**config.mk**
```make
export PLATFORM = sky130hd
export DESIGN_NAME = kab_div
export DESIGN_NICKNAME = d
export VERILOG_FILES = /design/src/hw/rtl/kab_pkg.sv /design/src/hw/rtl/kab_div.sv
export SDC_FILE = /design/constraint.sdc
export NUM_CORES = 1
export LEC_CHECK = 0
export BUFFER_PORTS_ARGS = -buffer_cell sky130_fd_sc_hd__buf_2
export CORE_ASPECT_RATIO = 0.9
export CORE_UTILIZATION = 55
export DETAILED_ROUTE_END_ITERATION = 6
export PLACE_DENSITY = 0.8
export SLEW_MARGIN = 20
export SYNTH_ARGS = -nofsm -noshare
export SYNTH_HDL_FRONTEND = slang
export SYNTH_SLANG_ARGS = --single-unit
```
**constraint.sdc**
```tcl
create_clock -name clk -period 9.9 [get_ports clk]
set_clock_uncertainty 0.05 [all_clocks]
set_input_delay 1.98 -clock clk [delete_from_list [all_inputs] [get_ports clk]]
set_output_delay 1.98 -clock clk [all_outputs]
set_load 0.05 [all_outputs]
```
**src/hw/rtl/kab_pkg.sv**
```systemverilog
package kab_pkg;

  localparam int NUM_AXES = 3;
  localparam int AXW = (NUM_AXES > 1) ? $clog2(NUM_AXES) : 1;

  localparam int VAL_W = 32;
  localparam int COV_W = 48;
  localparam int AX_W = 2;
  localparam int CFG_AW = 4;
  localparam int NUM_W = COV_W + 1;
  localparam int DEN_W = COV_W + 2;
  localparam int MUL_W = 64;
  localparam int EXT_W = 66;
  localparam int DIV_STEPS = NUM_W + 32;
  localparam int NUM_OPS = 6;

  localparam logic [1:0] REG_PNA = 2'd0;
  localparam logic [1:0] REG_PNB = 2'd1;
  localparam logic [1:0] REG_MN = 2'd2;

  localparam logic [31:0] PNA_RST = 32'd4294967;
  localparam logic [31:0] PNB_RST = 32'd42950;
  localparam logic [31:0] MN_RST = 32'd42949673;
  localparam logic signed [COV_W-1:0] COV_ONE = 48'sh0001_0000_0000;
  localparam logic [COV_W-2:0] GAIN_MAX = '1;

  localparam logic signed [EXT_W-1:0] C48_HI = 66'sh0_7FFF_FFFF_FFFF;
  localparam logic signed [EXT_W-1:0] C48_LO = -66'sh0_8000_0000_0000;
  localparam logic signed [EXT_W-1:0] C32_HI = 66'sh0_7FFF_FFFF;
  localparam logic signed [EXT_W-1:0] C32_LO = -66'sh0_8000_0000;

  typedef enum logic [2:0] {
    ST_IDLE, ST_LOAD, ST_SUMS, ST_GO, ST_DIV, ST_MUL, ST_UPD, ST_DONE
  } kab_state_t;

  typedef struct packed {
    logic                    start;
    logic signed [NUM_W-1:0] num0;
    logic signed [NUM_W-1:0] num1;
    logic [DEN_W-1:0]        den;
  } kab_div_req_t;

  typedef struct packed {
    logic                    start;
    logic signed [MUL_W-1:0] a;
    logic signed [MUL_W-1:0] b;
  } kab_mul_req_t;

  function automatic logic signed [COV_W-1:0] sat48(input logic signed [EXT_W-1:0] v);
    if (v > C48_HI) return C48_HI[COV_W-1:0];
    if (v < C48_LO) return C48_LO[COV_W-1:0];
    return v[COV_W-1:0];
  endfunction

  function automatic logic signed [VAL_W-1:0] sat32(input logic signed [EXT_W-1:0] v);
    if (v > C32_HI) return C32_HI[VAL_W-1:0];
    if (v < C32_LO) return C32_LO[VAL_W-1:0];
    return v[VAL_W-1:0];
  endfunction

endpackage

```
**src/hw/rtl/kab_div.sv**
```systemverilog
module kab_div (
  input  logic                             clk,
  input  logic                             rst_n,
  input  kab_pkg::kab_div_req_t            req,
  output logic                             done,
  output logic signed [kab_pkg::COV_W-1:0] k0,
  output logic signed [kab_pkg::COV_W-1:0] k1
);
  import kab_pkg::*;

  localparam int SH_W = NUM_W + 32;
  localparam int CW = $clog2(DIV_STEPS);

  logic [SH_W-1:0]   sh0_r, sh1_r;
  logic [DEN_W-1:0]  rem0_r, rem1_r, den_r;
  logic [COV_W-2:0]  q0_r, q1_r;
  logic              ov0_r, ov1_r, neg0_r, neg1_r;
  logic [CW-1:0]     cnt_r;
  logic              busy_r, fin_r, done_r;
  logic [DEN_W:0]    t0, t1;
  logic              b0, b1;
  logic [NUM_W-1:0]  un0, un1;
  logic [COV_W-2:0]  m0, m1;

  assign un0 = req.num0[NUM_W-1] ? NUM_W'(-req.num0) : NUM_W'(req.num0);
  assign un1 = req.num1[NUM_W-1] ? NUM_W'(-req.num1) : NUM_W'(req.num1);
  assign t0 = {rem0_r, sh0_r[SH_W-1]};
  assign t1 = {rem1_r, sh1_r[SH_W-1]};
  assign b0 = (t0 >= {1'b0, den_r});
  assign b1 = (t1 >= {1'b0, den_r});
  assign m0 = ov0_r ? GAIN_MAX : q0_r;
  assign m1 = ov1_r ? GAIN_MAX : q1_r;

  always_ff @(posedge clk) begin
    if (!rst_n) begin
      busy_r <= 1'b0;
      fin_r  <= 1'b0;
      done_r <= 1'b0;
    end else begin
      done_r <= fin_r;
      fin_r  <= 1'b0;
      if (req.start) begin
        busy_r <= 1'b1;
        cnt_r  <= CW'(DIV_STEPS - 1);
        sh0_r  <= {un0, 32'd0};
        sh1_r  <= {un1, 32'd0};
        neg0_r <= req.num0[NUM_W-1];
        neg1_r <= req.num1[NUM_W-1];
        den_r  <= req.den;
        rem0_r <= '0;
        rem1_r <= '0;
        q0_r   <= '0;
        q1_r   <= '0;
        ov0_r  <= 1'b0;
        ov1_r  <= 1'b0;
      end else if (busy_r) begin
        rem0_r <= b0 ? DEN_W'(t0 - {1'b0, den_r}) : t0[DEN_W-1:0];
        rem1_r <= b1 ? DEN_W'(t1 - {1'b0, den_r}) : t1[DEN_W-1:0];
        q0_r   <= {q0_r[COV_W-3:0], b0};
        q1_r   <= {q1_r[COV_W-3:0], b1};
        ov0_r  <= ov0_r | q0_r[COV_W-2];
        ov1_r  <= ov1_r | q1_r[COV_W-2];
        sh0_r  <= {sh0_r[SH_W-2:0], 1'b0};
        sh1_r  <= {sh1_r[SH_W-2:0], 1'b0};
        if (cnt_r == '0) begin
          busy_r <= 1'b0;
          fin_r  <= 1'b1;
        end else begin
          cnt_r <= cnt_r - 1'b1;
        end
      end
      if (fin_r) begin
        k0 <= neg0_r ? -$signed({1'b0, m0}) : $signed({1'b0, m0});
        k1 <= neg1_r ? -$signed({1'b0, m1}) : $signed({1'b0, m1});
      end
    end
  end

  assign done = done_r;

endmodule

```
# After elaboration in Yosys (flattened, before gate mapping)
# Index checks and enable logic that the tools add are counted.
# totals
regBits,514
in_bits,151
out_inout_bits,97
# op_classes
n_addsub,7
magnitude_cmp,2
n_eq_ne,1
muxes,24
n_bitwise,4
reduce_logical,7
# ops
operator,count
2-to-1 mux 81 bit,4
2-to-1 mux 47 bit,6
2-to-1 mux 50 bit,4
greater-or-equal comparator 51 x 50 -> 1 bit,2
subtractor 50 bit,2
2-to-1 mux 49 bit,2
negation 49 bit,2
negation 47 -> 48 bit,2
2-to-1 mux 7 bit,2
logical NOT 7 bit,1
"subtractor 7 x 1 -> 7 bit, second input constant",1
2-to-1 mux 1 bit,6
AND reduction 2 bit,3
AND reduction 3 bit,1
OR reduction 3 bit,1
"inequality test 2 bit, second input constant",1
inverter 1 bit,2
OR 1 bit,2
nonzero test 2 bit,1

# Depth between registers and ports, before layout
# Gate-level depths: netlist of run 1.
# logic_depth
depth_word,4
depth_mapped,15
ltp_nobuf,13

# Worst setup path after synthesis of run 1
# Ideal clock, no wire load.
# synth_timing
path_type,in2reg
startpoint,in req[148] in the netlist's numbering
endpoint,"reg cnt_r[0], enable pin"
setup_time_ns,0.326
arrival_ns,9.771
slack_ns,-0.248
cell_stages,4
path_buffers,2
cell_sequence,clkbuf_1 clkbuf_1 o21a_1 o21a_1
# synth_between
elab_chain_cells,2
elab_cells_between_ends,3
cone_classes,eq/ne: 1; reduce/logical: 2
# synth_lines
item,line,text
from (decl),kab_div.sv:4,"input kab_pkg::kab_div_req_t req,"
inequality test 2 bit (no source line) or nonzero test 2 bit (tied branches),n/a,
AND reduction 3 bit (no source line) (*),n/a,
to (signal assigned),kab_div.sv:44,cnt_r <= CW'(DIV_STEPS - 1);
to (signal assigned),kab_div.sv:69,cnt_r <= cnt_r - 1'b1;
to (decl),kab_div.sv:18,logic [CW-1:0] cnt_r;
# Mark *: on every way between the ends. The rest lies on a longest branch, timed or not.
# A chain may end at the register's enable or synchronous reset.

# Final worst setup path of run 1
# layout_timing
startpoint,in req[69] in the netlist's numbering
endpoint,reg sh1_r[77] (data pin)
# layout_between
elab_chain_cells,3
# layout_lines
item,line,text
negation 49 bit,kab_div.sv:26,assign un1 = req.num1[NUM_W-1] ? NUM_W'(-req.num1) : NUM_W'(req.num1);
2-to-1 mux 49 bit,kab_div.sv:26,
2-to-1 mux 81 bit,kab_div.sv:42,if (req.start) begin
to (signal assigned),kab_div.sv:46,"sh1_r <= {un1, 32'd0};"
to (signal assigned),kab_div.sv:64,"sh1_r <= {sh1_r[SH_W-2:0], 1'b0};"
to (decl),kab_div.sv:14,"logic [SH_W-1:0] sh0_r, sh1_r;"
# No other way between the ends.

==> results.py, run 1 <==
metrics = {
    "drt": {
        "via_per_inst": 6.102,
        "firstDrtPassIters": 6,
        "wl_met2_um": 30960,
        "ant_nets": 0,
        "m1WireLength_um": 28980,
        "drtIter0Drc": 1789,
        "highest_layer": "met5",
        "vias": 22755,
        "wl_per_cell_um": 18.17,
        "drc": 0,
        "finalWirelength_um": 67740,
        "wl_met3_um": 5173,
    },
    "status": {
        "status": "complete, no violations",
    },
    "timing": {
        "fmax_mhz": 198.2,
        "tns_ns": 0,
        "slew_headroom_pct": 23.43,
        "slew_viol_final": 0,
        "worstMarginPinSlew_ns": 1.148,
        "finalCriticalPeriod_ns": 5.044,
        "rsz0062_at_grt": "false",
        "period_share_pct": 50.95,
        "setup_viol": 0,
        "hold_viol_final": 0,
    },
    "layout": {
        "finalNonFillerCells": 3729,
        "syn2layout_area_growth_pct": 11.89,
        "drive_above_1_share_pct": 12.84,
        "n_fill_cell": 4062,
        "final_core_utilization_pct": 62.86,
        "num-nets-final": 3275,
    },
    "global_routing": {
        "grt_pass1_wl_um": 108200,
        "gr-total-overflow": 0,
        "globalRouteTotalUtil_pct": 25.85,
        "grt_max_degree": 257,
        "antenna_found_initial": 6,
        "grt_pass1_vias": 21407,
    },
    "place": {
        "dp.cells": 3635,
        "place.gp.congestion": 0.9183,
        "place_hpwl_um": 46910,
        "io_buffer_count": 247,
    },
    "min_path": {
        "min_path_type": "register to register",
    },
    "floorplanning": {
        "io_pins": 248,
        "coreArea_mm2": 0.04952,
        "die_y_um": 215.4,
        "fp-row-count": 77,
        "start_util_pct": 56.18,
        "dieArea_mm2": 0.05149,
        "chipWidth_um": 239.1,
    },
    "yosys": {
        "syn-instance-count": 2848,
        "synth_top_area_share_pct": 48.46,
        "synth_flop_cell": "edfxtp_1",
        "netlist_area_mm2": 0.02782,
        "yosysSeqAreaShare_pct": 48.68,
        "ys_ff_latch": 452,
        "synth_edf_count": 449,
        "synth.top_cells.by_area": "edfxtp_1 48%, a21oi_1 5.8%, xor2_1 5.2%, ha_1 4.8%, nor2_1 3.8%",
        "synth_warnings": 0,
        "ys_types": 81,
        "ys_top_cells_by_count": "449 x edfxtp_1, 320 x a21oi_1, 284 x nor2_1",
        "yosysMostFrequentCell": "edfxtp_1",
        "synth.avg_cell_area_um2": 9.769,
        "synthArstFlopShare_pct": 0,
        "yosysTopAreaCell": "edfxtp_1",
        "synth_fp_nets": 3107,
    },
    "flow_run": {
        "maxCapViolations": 0,
    },
    "clock_network": {
        "clk_latency_ns": 0.60,
        "clk_pin_slew_ns": 0.06,
        "clk_path_buf_depth": 3,
        "clkSinkCount": 452,
        "cts_root_buf": "clkbuf_16",
        "cts_tree": "yes",
        "htree_num_levels": 2,
        "cts_buffers": 49,
        "cts_hold_repair.buffers": 0,
        "cts_resized": 0,
        "postCtsSetupRepairBufs": 0,
    },
    "pwr": {
        "power_density_mw_per_mm2": 171.9,
        "p_leak_nw": 11.70,
        "ir_drop_mv": 0.1550,
    },
    "worst_setup_path": {
        "cp_max_fo": 5,
        "end_kind": "register",
        "critPathLaunchType": "input pin",
        "rrSetupSlack_ns": 5.35,
        "cp_data_arrival_time_ns": 5.30,
        "worstSetupPathType": "input pin to register",
        "required_ns": 10.16,
    },
}
-- report_power, final --
part           total, mW  switching (mW)  leakage [nW]  internal (mW)
sequential          2.35          0.0709          4.28           2.28
combinational       1.20           0.743          6.65          0.453
clock               1.81           0.766         0.764           1.04
-- stage by stage --
stage                     worst slack [ns]  total power [mW]  hold WS, ns  instance area [um2]
after floorplan                      2.811             3.255       0.3709                27820
after global placement               4.352             3.520       0.3905                29530
after detailed placement             4.313             3.553       0.3982                29530
after CTS                            4.897             5.370       0.4168                31090
after global routing                 4.663             5.597       0.4377                31120
final                                4.856             5.352       0.4160                31130
-- flip-flops by register name, summed over array words and instances, names as in the netlist, 7 cells and up --
signal and cells:
den_r 50, rem0_r 50, rem1_r 50, sh0_r 49, sh1_r 49, k0 48
k1 48, q0_r 47, q1_r 47, cnt_r 7
-- final cells by class --
class / instances / area [um2] / share of cell area [%]
repair buffers: 264 / 1419 / 4.558
clock inverters: 30 / 302.8 / 0.9727
diodes: 5 / 12.51 / 0.04019
flip-flops and latches: 452 / 13540 / 43.51
well taps: 671 / 839.6 / 2.697
multi-input cells: 2152 / 13390 / 43.01
clock buffers: 58 / 1260 / 4.048
inverters: 97 / 364.1 / 1.170
-- routing by layer --
| layer | GRT usage [%] | up-vias |
|---|---|---|
| met2 | 40.54 | 905 |
| met4 | 10.88 | 6 |
| met1 | 35.25 | 10790 |
| li1 | - | 10873 |
| met3 | 4.758 | 181 |
| met5 | 0 | - |
-- final timing paths --
kind              startpoint    endpoint  depth (start not counted)
setup / recovery     req[69]   sh1_r[77]                         10
hold reg to reg       busy_r       fin_r                          2
setup reg to reg  rem0_r[16]  rem0_r[45]                         10
hold / removal        busy_r       fin_r                          2
-- placed cells by master (no fill, tap or decap), drive strengths merged, types with 6 or more instances in the layout --
cell type,instances
or4b,9
mux2,6
o31a,7
nor2b,122
o22ai,29
xnor2,55
nor2,284
nor3,53
a21boi,9
a21o,44
o41ai,21
or2,23
o21bai,15
buf,264
nand2,225
nor4,16
clkbuf,58
a31oi,7
or3,47
a21oi,320
nand3,66
nand3b,8
xor2,165
o211ai,18
clkinv,22
o21a,23
inv,99
and2,9
nor3b,11
mux2i,10
o21ai,181
o31ai,45
and3,17
a211oi,40
nand2b,17
edfxtp,449
or4,29
o32ai,7
ha,106
nand4,47
-- worst max-delay path: stages --
cell      delay (ns)
buf_2           0.12
or4_1           0.61
nor4_2          0.28
or4b_1          0.53
or3_1           0.40
or3_1           0.44
nand2b_1        0.25
o41ai_1         0.43
xor2_1          0.18
a21oi_1         0.08
-- cells by family (layout without fill, tap and decap cells) --
| kind of cell | after synthesis | in the layout | share of synthesized area, % |
|---|---|---|---|
| compound gates | 815 | 815 | 17.83 |
| xor+xnor | 220 | 220 | 6.926 |
| fa+ha+maj | 108 | 108 | 4.911 |
| buf+inv | 244 | 449 | 3.292 |
| flops | 452 | 452 | 48.68 |
| mux | 16 | 16 | 0.6026 |
| other cells | 0 | 5 | 0 |
| simple gates | 993 | 993 | 17.76 |
No activity file was read; power rests on OpenSTA's default activity.
==> run 2: changes to the inputs <==
- CORE_UTILIZATION: 55 -> 60
- PLACE_DENSITY: 0.8 -> 0.83
- clock period: 9.9 -> 4.65 ns (I/O delays scaled with it)
==> run 2 against run 1 <==
  * Hold slack improved by 0.010 ns
  * Combinational power increased by 120%
  * Critical path type unchanged
  * Non-clock buffer count grew 11
  * Sequential share of layout area about the same
  * Cell area barely moved
  * Sequential cell count stayed put
  * Via count is 0.83% higher
  * Sequential power rose by 110%
  * Global-route usage rose by 2.2 points
  * Highest routed layer unchanged
  * Critical endpoint unchanged
  * Total power is 110% higher
  * Clock power rose by 110%
==> results.py, run 2 (synthesis gave the netlist of run 1 again) <==
metrics = {
    "status": {
        "status": "complete, no violations",
    },
    "clock_network": {
        "htree_num_levels": 2,
        "cts_root_buf": "clkbuf_16",
        "postCtsSetupRepairBufs": 0,
        "cts_buffers": 48,
        "clk_pin_slew_ns": 0.06,
        "clk_latency_ns": 0.60,
        "clk_path_buf_depth": 3,
        "cts_hold_repair.buffers": 0,
        "cts_tree": "yes",
        "cts_resized": 0,
        "clkSinkCount": 452,
    },
    "floorplanning": {
        "fp-row-count": 74,
        "io_pins": 248,
        "die_y_um": 206.3,
        "start_util_pct": 61.07,
        "dieArea_mm2": 0.04724,
        "chipWidth_um": 229.0,
        "coreArea_mm2": 0.04555,
    },
    "min_path": {
        "min_path_type": "register to register",
    },
    "drt": {
        "ant_nets": 0,
        "drc": 0,
        "vias": 22945,
        "via_per_inst": 6.242,
        "finalWirelength_um": 68450,
        "drtIter0Drc": 2194,
        "firstDrtPassIters": 6,
        "wl_per_cell_um": 18.62,
    },
    "layout": {
        "final_common_cell": "edfxtp_1",
        "drive_above_1_share_pct": 13.09,
        "num-nets-final": 3285,
        "top_regs": "den_r: 50 flops, rem0_r: 50 flops, rem1_r: 50 flops",
        "n_fill_cell": 3478,
        "ff_latch_area_mm2": 0.01354,
        "multi_input_area_mm2": 0.01339,
        "final_cell_mix": "449 x edfxtp_1, 319 x a21oi_1, 284 x nor2_1",
        "syn2layout_area_growth_pct": 11.94,
        "final_core_utilization_pct": 68.36,
    },
    "worst_setup_path": {
        "cp_data_arrival_time_ns": 4.40,
        "cp_top_family": "simple AND/OR/NAND/NOR gates",
        "required_ns": 4.88,
        "worstSetupPathType": "input pin to register",
        "end_kind": "register",
        "critPathLaunchType": "input pin",
        "cp_common_cell": "or3_1",
        "cp_num_buf_inv": 1,
        "cp_slowest_cell": "or4_1",
        "max_stage_delay_ns": 0.60,
        "path_cells": "buf_2 -> or4_1 -> nor4_2 -> or4b_1 -> or3_1 -> or3_1 -> nand2b_1 -> o41ai_1 -> xor2_1 -> a21oi_1",
        "cp_max_fo": 5,
    },
    "pwr": {
        "p_int_mw": 8.004,
        "pwr-share-clk_pct": 33.4,
        "power.switching_mw": 3.366,
        "ir_drop_mv": 0.2787,
        "seqPwrFrac_pct": 43.9,
        "sw_frac_of_total_pct": 29.60,
        "power.total_mw": 11.37,
        "power_density_mw_per_mm2": 365.1,
        "p_comb_share_pct": 22.7,
        "p_leak_nw": 11.73,
    },
    "global_routing": {
        "top_usage_layer": "met2",
        "grt_pass1_wl_um": 107700,
        "grt_pass1_vias": 21424,
        "gr-total-overflow": 0,
        "globalRouteTotalUtil_pct": 28.03,
        "grt_max_degree": 180,
        "antenna_found_initial": 2,
        "grt_use_met3_pct": 3.836,
        "grtUsageMet2_pct": 46.66,
        "met1_usage_pct": 37.95,
    },
    "timing": {
        "period_share_pct": 89.73,
        "finalCriticalPeriod_ns": 4.172,
        "slew_headroom_pct": 31.05,
        "tns_ns": 0,
        "setup_ws_ns": 0.4776,
        "slew_viol_final": 0,
        "hold_viol_final": 0,
        "worstMarginPinSlew_ns": 1.034,
        "hold_ws_ns": 0.4264,
        "setup_viol": 0,
        "fmax_mhz": 239.7,
        "rsz0062_at_grt": "false",
    },
    "flow_run": {
        "maxCapViolations": 0,
    },
    "place": {
        "place_ws_ns": 0.09164,
        "place.gp.congestion": 0.9445,
        "place_hpwl_um": 47240,
        "io_buffer_count": 247,
    },
}
run 2: cell type report:
type,instances,area share (%)
Multi-Input combinational cell,2152,42.99
Inverter,97,1.169
Clock buffer,55,3.941
Tap cell,608,2.443
Sequential cell,452,43.49
Clock inverter,32,1.012
Timing Repair Buffer,275,4.918
Antenna cell,5,0.04018
run 2: through the flow:
step | instance area (um2) | std cells
final | 31140 | 3676
after global routing | 31130 | 3672
after CTS | 31130 | 3671
after detailed placement | 29590 | 3584
after global placement | 29590 | 3584
after floorplan | 27830 | 2848
run 2: power by group through the flow:
| stage | registers [mW] | clock network, mW | logic, mW |
|---|---|---|---|
| floorplan | 5.03 | 0 | 1.89 |
| global placement | 5.06 | 0 | 2.44 |
| detailed placement | 5.07 | 0 | 2.51 |
| CTS | 4.99 | 3.88 | 2.54 |
| global route | 5.02 | 4.00 | 2.84 |
| finish | 4.99 | 3.80 | 2.58 |
run 2: worst paths after layout:
path | slack, ns | depth (start not counted) | end | from
max | 0.48 | 10 | sh1_r[77] | req[69]
min | 0.43 | 2 | fin_r | busy_r
max reg2reg | 0.55 | 12 | k0[36] | ov0_r
min reg2reg | 0.43 | 2 | fin_r | busy_r
run 2: metal layers:
| layer | vias up | share of wire, % |
|---|---|---|
| li1 | 10897 | - |
| met1 | 10905 | 43 |
| met2 | 995 | 48 |
| met3 | 146 | 6.9 |
| met4 | 2 | 2.6 |
| met5 | - | 0.015 |
run 2: tightest hold or removal path, cell delays in order, from the launching register on:
cell and delay, ns:
dfxtp_1 0.32, nand2_1 0.07, nor3_1 0.04
